--- src/design/afd_pkg.sv ---
// ----------------------------------------------------------------------------
// afd_pkg: shared types and constants of the api frame deframer
// framing constants, field widths and the result record
// ----------------------------------------------------------------------------
package afd_pkg;

  localparam int unsigned ByteW = 8;
  localparam int unsigned PosW  = 9;

  localparam logic [ByteW-1:0] DelimValue = 8'h7E;
  localparam logic [ByteW-1:0] SumTarget  = 8'hFF;

  // frame offsets with a fixed meaning
  localparam logic [PosW-1:0] PosDelim  = 9'd0;
  localparam logic [PosW-1:0] PosLenLo  = 9'd2;
  localparam logic [PosW-1:0] PosType   = 9'd3;

  typedef struct packed {
    logic [ByteW-1:0] data_byte;
    logic [PosW-1:0]  byte_position;
    logic             frame_end;
    logic [ByteW-1:0] frame_type;
    logic [ByteW-1:0] payload_length;
    logic             delimiter_ok;
    logic             checksum_ok;
  } res_t;

endpackage

--- src/design/afd_if.sv ---
// ----------------------------------------------------------------------------
// afd_if: beat channels of the api frame deframer
// received byte channel and per-byte result channel
// ----------------------------------------------------------------------------
interface afd_rx_if;
  logic                       valid;
  logic                       ready;
  logic [afd_pkg::ByteW-1:0]  rx_byte;

  modport source (output valid, output rx_byte, input ready);
  modport sink   (input valid, input rx_byte, output ready);
endinterface

interface afd_res_if;
  logic                       valid;
  logic                       ready;
  logic [afd_pkg::ByteW-1:0]  data_byte;
  logic [afd_pkg::PosW-1:0]   byte_position;
  logic                       frame_end;
  logic [afd_pkg::ByteW-1:0]  frame_type;
  logic [afd_pkg::ByteW-1:0]  payload_length;
  logic                       delimiter_ok;
  logic                       checksum_ok;

  modport source (output valid, output data_byte, output byte_position,
                  output frame_end, output frame_type, output payload_length,
                  output delimiter_ok, output checksum_ok, input ready);
  modport sink   (input valid, input data_byte, input byte_position,
                  input frame_end, input frame_type, input payload_length,
                  input delimiter_ok, input checksum_ok, output ready);
endinterface

--- src/design/afd_frame_core.sv ---
// ----------------------------------------------------------------------------
// afd_frame_core: frame tracking state and per-byte evaluation
// holds offset, length, type, delimiter flag and running checksum
// ----------------------------------------------------------------------------
module afd_frame_core (
  input  logic                      clk_i,
  input  logic                      rst_ni,
  input  logic                      step_i,
  input  logic [afd_pkg::ByteW-1:0] byte_i,
  output afd_pkg::res_t             res_o
);

  logic [afd_pkg::PosW-1:0]  pos_q, pos_d;
  logic [afd_pkg::ByteW-1:0] len_q, len_d;
  logic [afd_pkg::ByteW-1:0] sum_q, sum_d;
  logic [afd_pkg::ByteW-1:0] type_q, type_d;
  logic                      delim_q, delim_d;

  logic [afd_pkg::ByteW-1:0] len_cur, type_cur, sum_now;
  logic                      delim_cur, past_hdr, last;

  always_comb begin
    len_cur   = (pos_q == afd_pkg::PosLenLo) ? byte_i : len_q;
    type_cur  = (pos_q == afd_pkg::PosType)  ? byte_i : type_q;
    delim_cur = (pos_q == afd_pkg::PosDelim) ? (byte_i == afd_pkg::DelimValue) : delim_q;
    past_hdr  = (pos_q >= afd_pkg::PosType);
    sum_now   = past_hdr ? (sum_q + byte_i) : '0;
    last      = past_hdr &&
                (pos_q == (afd_pkg::PosW'(len_cur) + afd_pkg::PosType));

    res_o.data_byte      = byte_i;
    res_o.byte_position  = pos_q;
    res_o.frame_end      = last;
    res_o.frame_type     = last ? type_cur : '0;
    res_o.payload_length = (pos_q >= afd_pkg::PosLenLo) ? len_cur : '0;
    res_o.delimiter_ok   = last & delim_cur;
    res_o.checksum_ok    = last && (sum_now == afd_pkg::SumTarget);

    // frame end clears everything, next byte is a delimiter
    if (last) begin
      pos_d   = '0;
      len_d   = '0;
      sum_d   = '0;
      type_d  = '0;
      delim_d = 1'b0;
    end else begin
      pos_d   = pos_q + 1'b1;
      len_d   = len_cur;
      sum_d   = sum_now;
      type_d  = type_cur;
      delim_d = delim_cur;
    end
  end

  always_ff @(posedge clk_i or negedge rst_ni) begin
    if (!rst_ni) begin
      pos_q   <= '0;
      len_q   <= '0;
      sum_q   <= '0;
      type_q  <= '0;
      delim_q <= 1'b0;
    end else if (step_i) begin
      pos_q   <= pos_d;
      len_q   <= len_d;
      sum_q   <= sum_d;
      type_q  <= type_d;
      delim_q <= delim_d;
    end
  end

endmodule

--- src/design/api_frame_deframer_checksum.sv ---
// ----------------------------------------------------------------------------
// api_frame_deframer_checksum: api-mode serial frame deframer
// splits a received byte stream into frames and checks each checksum
// ----------------------------------------------------------------------------
// usage
//   rx_i carries one received byte per beat; res_o returns exactly one beat
//   per received byte, in order: the byte, its offset in the frame, and on
//   the checksum byte (offset length_low + 3) the frame type, delimiter and
//   checksum verdicts. the length high byte plays no part in framing
// datapath and throughput
//   a byte accepted into the input register is evaluated into the result
//   register and then shows on res_o. one byte per cycle is taken sustained
//   while res_o is not stalled; the frame state update is one add and
//   compare per byte
// stall behavior
//   when res_o is stalled the result register holds its beat and the input
//   register still takes one more byte; rx_i.ready drops only when both are
//   full, so no beat is lost or repeated
// reset
//   rst_ni low empties both registers and returns the frame state to offset
//   zero with a cleared checksum
// ----------------------------------------------------------------------------
module api_frame_deframer_checksum (
  input  logic        clk_i,
  input  logic        rst_ni,
  afd_rx_if.sink      rx_i,
  afd_res_if.source   res_o
);

  // input register
  logic                      in_vld_q;
  logic [afd_pkg::ByteW-1:0] in_byte_q;

  // result register
  logic                      out_vld_q;
  afd_pkg::res_t             out_res_q;

  afd_pkg::res_t             eval_res;
  logic                      out_load, in_adv, in_take;

  // result register can load when empty or being drained this cycle
  assign out_load = !out_vld_q || res_o.ready;
  assign in_adv   = in_vld_q && out_load;
  assign rx_i.ready = !in_vld_q || out_load;
  assign in_take  = rx_i.valid && rx_i.ready;

  // frame state advances once per byte moved into the result register
  afd_frame_core u_core (
    .clk_i  (clk_i),
    .rst_ni (rst_ni),
    .step_i (in_adv),
    .byte_i (in_byte_q),
    .res_o  (eval_res)
  );

  always_ff @(posedge clk_i or negedge rst_ni) begin
    if (!rst_ni) begin
      in_vld_q <= 1'b0;
    end else if (rx_i.ready) begin
      in_vld_q <= rx_i.valid;
    end
  end

  // payload only, no reset
  always_ff @(posedge clk_i) begin
    if (in_take) begin
      in_byte_q <= rx_i.rx_byte;
    end
  end

  always_ff @(posedge clk_i or negedge rst_ni) begin
    if (!rst_ni) begin
      out_vld_q <= 1'b0;
    end else if (out_load) begin
      out_vld_q <= in_vld_q;
    end
  end

  always_ff @(posedge clk_i) begin
    if (in_adv) begin
      out_res_q <= eval_res;
    end
  end

  assign res_o.valid          = out_vld_q;
  assign res_o.data_byte      = out_res_q.data_byte;
  assign res_o.byte_position  = out_res_q.byte_position;
  assign res_o.frame_end      = out_res_q.frame_end;
  assign res_o.frame_type     = out_res_q.frame_type;
  assign res_o.payload_length = out_res_q.payload_length;
  assign res_o.delimiter_ok   = out_res_q.delimiter_ok;
  assign res_o.checksum_ok    = out_res_q.checksum_ok;

endmodule

--- src/flat_wrapper.sv ---
// flat-port wrapper written by rule: the top's interface ports become plain ports
module api_frame_deframer_checksum_flat 
  (clk_i, rst_ni, rx_i_valid, rx_i_rx_byte, rx_i_ready, res_o_valid, res_o_data_byte, res_o_byte_position, res_o_frame_end, res_o_frame_type, res_o_payload_length, res_o_delimiter_ok, res_o_checksum_ok, res_o_ready);
  afd_rx_if rx_i_i ();
  afd_res_if res_o_i ();
  input  logic clk_i;
  input  logic rst_ni;
  input wire logic [$bits(rx_i_i.valid)-1:0] rx_i_valid;
  input wire logic [$bits(rx_i_i.rx_byte)-1:0] rx_i_rx_byte;
  output wire logic [$bits(rx_i_i.ready)-1:0] rx_i_ready;
  output wire logic [$bits(res_o_i.valid)-1:0] res_o_valid;
  output wire logic [$bits(res_o_i.data_byte)-1:0] res_o_data_byte;
  output wire logic [$bits(res_o_i.byte_position)-1:0] res_o_byte_position;
  output wire logic [$bits(res_o_i.frame_end)-1:0] res_o_frame_end;
  output wire logic [$bits(res_o_i.frame_type)-1:0] res_o_frame_type;
  output wire logic [$bits(res_o_i.payload_length)-1:0] res_o_payload_length;
  output wire logic [$bits(res_o_i.delimiter_ok)-1:0] res_o_delimiter_ok;
  output wire logic [$bits(res_o_i.checksum_ok)-1:0] res_o_checksum_ok;
  input wire logic [$bits(res_o_i.ready)-1:0] res_o_ready;
  assign rx_i_i.valid = rx_i_valid;
  assign rx_i_i.rx_byte = rx_i_rx_byte;
  assign rx_i_ready = rx_i_i.ready;
  assign res_o_valid = res_o_i.valid;
  assign res_o_data_byte = res_o_i.data_byte;
  assign res_o_byte_position = res_o_i.byte_position;
  assign res_o_frame_end = res_o_i.frame_end;
  assign res_o_frame_type = res_o_i.frame_type;
  assign res_o_payload_length = res_o_i.payload_length;
  assign res_o_delimiter_ok = res_o_i.delimiter_ok;
  assign res_o_checksum_ok = res_o_i.checksum_ok;
  assign res_o_i.ready = res_o_ready;
  api_frame_deframer_checksum u_core (.clk_i(clk_i), .rst_ni(rst_ni), .rx_i(rx_i_i), .res_o(res_o_i));
endmodule
--- config.mk ---
export PLATFORM = sky130hd
export DESIGN_NAME = api_frame_deframer_checksum_flat
export DESIGN_NICKNAME = d
export VERILOG_FILES = /design/src/design/afd_pkg.sv /design/src/design/afd_if.sv /design/src/design/afd_frame_core.sv /design/src/design/api_frame_deframer_checksum.sv /design/src/flat_wrapper.sv
export SDC_FILE = /design/constraint.sdc
export NUM_CORES = 1
export LEC_CHECK = 0
export BUFFER_PORTS_ARGS = -buffer_cell sky130_fd_sc_hd__buf_2
export CAP_MARGIN = 0
export CORE_AREA = 2 2 83 85
export CTS_CLUSTER_SIZE = 16
export DETAILED_ROUTE_END_ITERATION = 7
export DIE_AREA = 0 0 85 87
export PLACE_DENSITY_LB_ADDON = 0.12
export SLEW_MARGIN = 30
export SYNTH_ARGS = -nofsm -noshare
export SYNTH_HDL_FRONTEND = slang
export SYNTH_SLANG_ARGS = --single-unit
--- constraint.sdc ---
create_clock -name clk_i -period 9.1 [get_ports clk_i]
set_input_delay 0.91 -clock clk_i [delete_from_list [all_inputs] [get_ports clk_i]]
set_output_delay 0.91 -clock clk_i [all_outputs]
set_load 0.05 [all_outputs]
==> out/metrics.yaml <==
endpoint: "u_core.u_core.pos_q[0]$_DFFE_PN0P_"
vias_per_cell: 6.15
fmax_mhz: 257
start_kind: "flop"
gp_congestion: 0.927
worstReg2RegEnd: "u_core.u_core.pos_q[0]$_DFFE_PN0P_"
slowest_stage: "nor2_1"
synth_top_family_by_area: "compound AO/OA/AOI/OAI gates"
synthesis.nets: 353
drv_slew: 0
ctsHoldBuffers: 0
grt-ovfl-total: 0
final_layout_size_suffix_gt1_frac: 0.207
final_cell_mix: "buf_2 (49), edfxtp_1 (44), dfrtp_1 (36)"
total_power_uw: 1330
drt_pre_antenna_iters: 4
fin_crit_ns: 3.89
syn_inst: 330
drc: 0
wl_per_cell_um: 18.6
syn_to_final_growth_pct: 11.2
netlist_area_mm2: 0.00395
grt_use_total: 0.251
ys_seq_area_frac: 0.563
reg2reg_slack_ns: 5.21
cts_buffers: 9
ir_drop_v: 0.000170
cts.clk_slew.worst_paths_ns: 0.08
grt_max_degree: 37
cts_resized: 0
seqPwrFrac: 0.430
critPathMaxFanout: 16
power.density_mw_per_mm2: 304
layout_commonest_cell: "buf_2"
final_nets: 400
cp.arrival_ns: 4.13
syn_avg_cell_area_um2: 12.0
grt_first_pass_wirelength_um: 14200
fin_area_mm2: 0.00439
die_w_um: 85
timing.rr.start: "u_core.u_core.pos_q[0]$_DFFE_PN0P_"
critPathCaptureType: "flop"
io-pin-count: 50
diodes: 0
synthSimpleGateAreaFrac: 0.156
leakage_uw: 0.00181
yosys_warnings: 0
setup_ws_ns: 5.21
start_util: 0.601
synthFlopType: "edfxtp_1"
p_int_uw: 781
synth_mux_area_frac: 0.0105
clk_path_buf_depth: 2
h-tree-depth: 3
worstMarginPinSlew_ns: 0.910
wirelength_um: 8590
synthArstFlopShare: 0.450
placedCellCount: 446
final_cells: 462
io_buffers: 49
first_global_vias: 2774
synth_fa_ha_area_frac: 0.0368
status: "complete, no violations"
cts_num_sinks: 80
hold_viol_final: 0
cts_tree: "built"
hp-class: "flop to flop"
ant_nets: 0
fp.coreArea_mm2: 0.00657
place_hpwl_um: 5720
worstPathCellList: "inv_1, ha_1, or4b_1, nor2_1, a221oi_1, mux2i_1, and4_1, nand3_4, inv_4, nor2_4, mux2_2"
place_area_mm2: 0.00422
setup_viol: 0
drv_cap: 0
cts-root-buf: "clkbuf_8"
power_frac_comb: 0.404
power_switching_uw: 554
ys_ff_latch: 80
clk_latency_ns: 0.35
p_clk_frac: 0.166
p_sw_frac: 0.415
fp.dieH_um: 87
synth_compound_area_frac: 0.169
relSlewSlack: 0.391
cp-startpoint: "u_core.u_core.pos_q[0]$_DFFE_PN0P_"
vias: 2840
dieArea_mm2: 0.00740
fp-row-count: 30
grt_antenna_before_repair: 0
netlist-cell-type-count: 64
synth-edff-count: 44
r2r_cells: 11
place_ws_ns: 5.28
slowest_delay_ns: 0.75
clock_skew_ns: 0.0110
rsz0062_at_grt: "false"
synth-xor-area-share: 0.0333
drt_iter0_markers: 218
final.period_utilization: 0.428
path_class: "flop to flop"
required_ns: 9.34
setup_tns_ns: 0
post_cts_buffers: 0
-- Yosys cell counts (6+ instances only) --
master    number  share of area
a21oi_1       17          0.022
a22o_1        28          0.062
and3_1         6         0.0095
clkbuf_1       8         0.0076
dfrtp_1       36           0.23
edfxtp_1      44           0.33
ha_1          10          0.032
inv_1          7         0.0067
nand2_1       33          0.031
nand3_1       16          0.020
nor2_1         9         0.0086
nor2b_1        6         0.0095
o21ai_0       12          0.015
o31ai_1        6          0.011
xnor2_1       10          0.022
-- critical path: cells and delay by family, from the launching register on --
| kind | cells | cell delay (ns) |
|---|---|---|
| AND/OR/NAND/NOR | 5 | 1.92 |
| multiplexers | 2 | 0.48 |
| AO/OA/AOI/OAI | 1 | 0.24 |
| buffers and inverters | 2 | 0.44 |
| adder cells (fa/ha/maj) | 1 | 0.26 |
| flip-flops | 1 | 0.43 |
-- per-stage QoR --
stage / hold WS (ns) / util
global route: 0.523 / 0.668
CTS: 0.487 / 0.668
floorplan: 0.420 / -
finish: 0.484 / 0.668
global placement: 0.462 / 0.643
detailed placement: 0.469 / 0.643
-- final cells by class --
class                   instances  area (µm²)
multi-input cells             226        1600
fillers                       494        2180
flip-flops and latches         80        2220
clock inverters                 7        38.8
repair buffers                 52         268
inverters                       8        32.5
well taps                      80         100
clock buffers                   9         124
-- sequential cells by signal, indices dropped and copies added, names as in the netlist, 8 cells and up --
signal and flops:
u_core.u_core.type_q 8, u_core.res_o.byte_position 9, u_core.u_core.sum_q 8, u_core.in_byte_q 8
u_core.u_core.pos_q 9, u_core.u_core.len_q 8, u_core.res_o.data_byte 8, u_core.res_o.payload_length 8
u_core.res_o.frame_type 8
-- worst min-delay path by stage --
stage,depth (start not counted),to,slack (ns),startpoint
finish,2,u_core.u_core.delim_q$_DFFE_PN0P_,0.48,u_core.u_core.delim_q$_DFFE_PN0P_
global route,2,u_core.u_core.sum_q[0]$_DFFE_PN0P_,0.52,u_core.u_core.sum_q[0]$_DFFE_PN0P_
CTS,2,u_core.u_core.delim_q$_DFFE_PN0P_,0.49,u_core.u_core.delim_q$_DFFE_PN0P_
detailed placement,2,u_core.u_core.delim_q$_DFFE_PN0P_,0.47,u_core.u_core.delim_q$_DFFE_PN0P_
global placement,2,u_core.u_core.delim_q$_DFFE_PN0P_,0.46,u_core.u_core.delim_q$_DFFE_PN0P_
floorplan,0,u_core.res_o.byte_position[3]$_DFFE_PP_,0.42,u_core.u_core.pos_q[3]$_DFFE_PN0P_
-- power by group through the flow --
stage	Clock (µW)	Sequential, µW	Combinational [µW]
6_report	221	573	540
4_1_cts	225	571	540
3_5_place_dp	0	578	537
2_1_floorplan	0	626	369
5_1_grt	241	586	591
3_3_place_gp	0	576	525
-- layer usage --
metal	part of all wire	routed length, µm	vias up	GRT usage
li1	-	-	1351	-
met1	0.45	3840	1386	0.351
met2	0.48	4110	92	0.395
met3	0.062	535	11	0.0379
met4	0.013	112	0	0.102
met5	0	0	-	0
-- kinds of logic after synthesis --
family                   after synthesis
AND/OR/NAND/NOR                      106
AO/OA/AOI/OAI                         90
XOR/XNOR                              15
buffers and inverters                 24
flip-flops                            80
adder cells (fa/ha/maj)               11
multiplexers                           4
No activity file was read; power rests on OpenSTA's default activity.
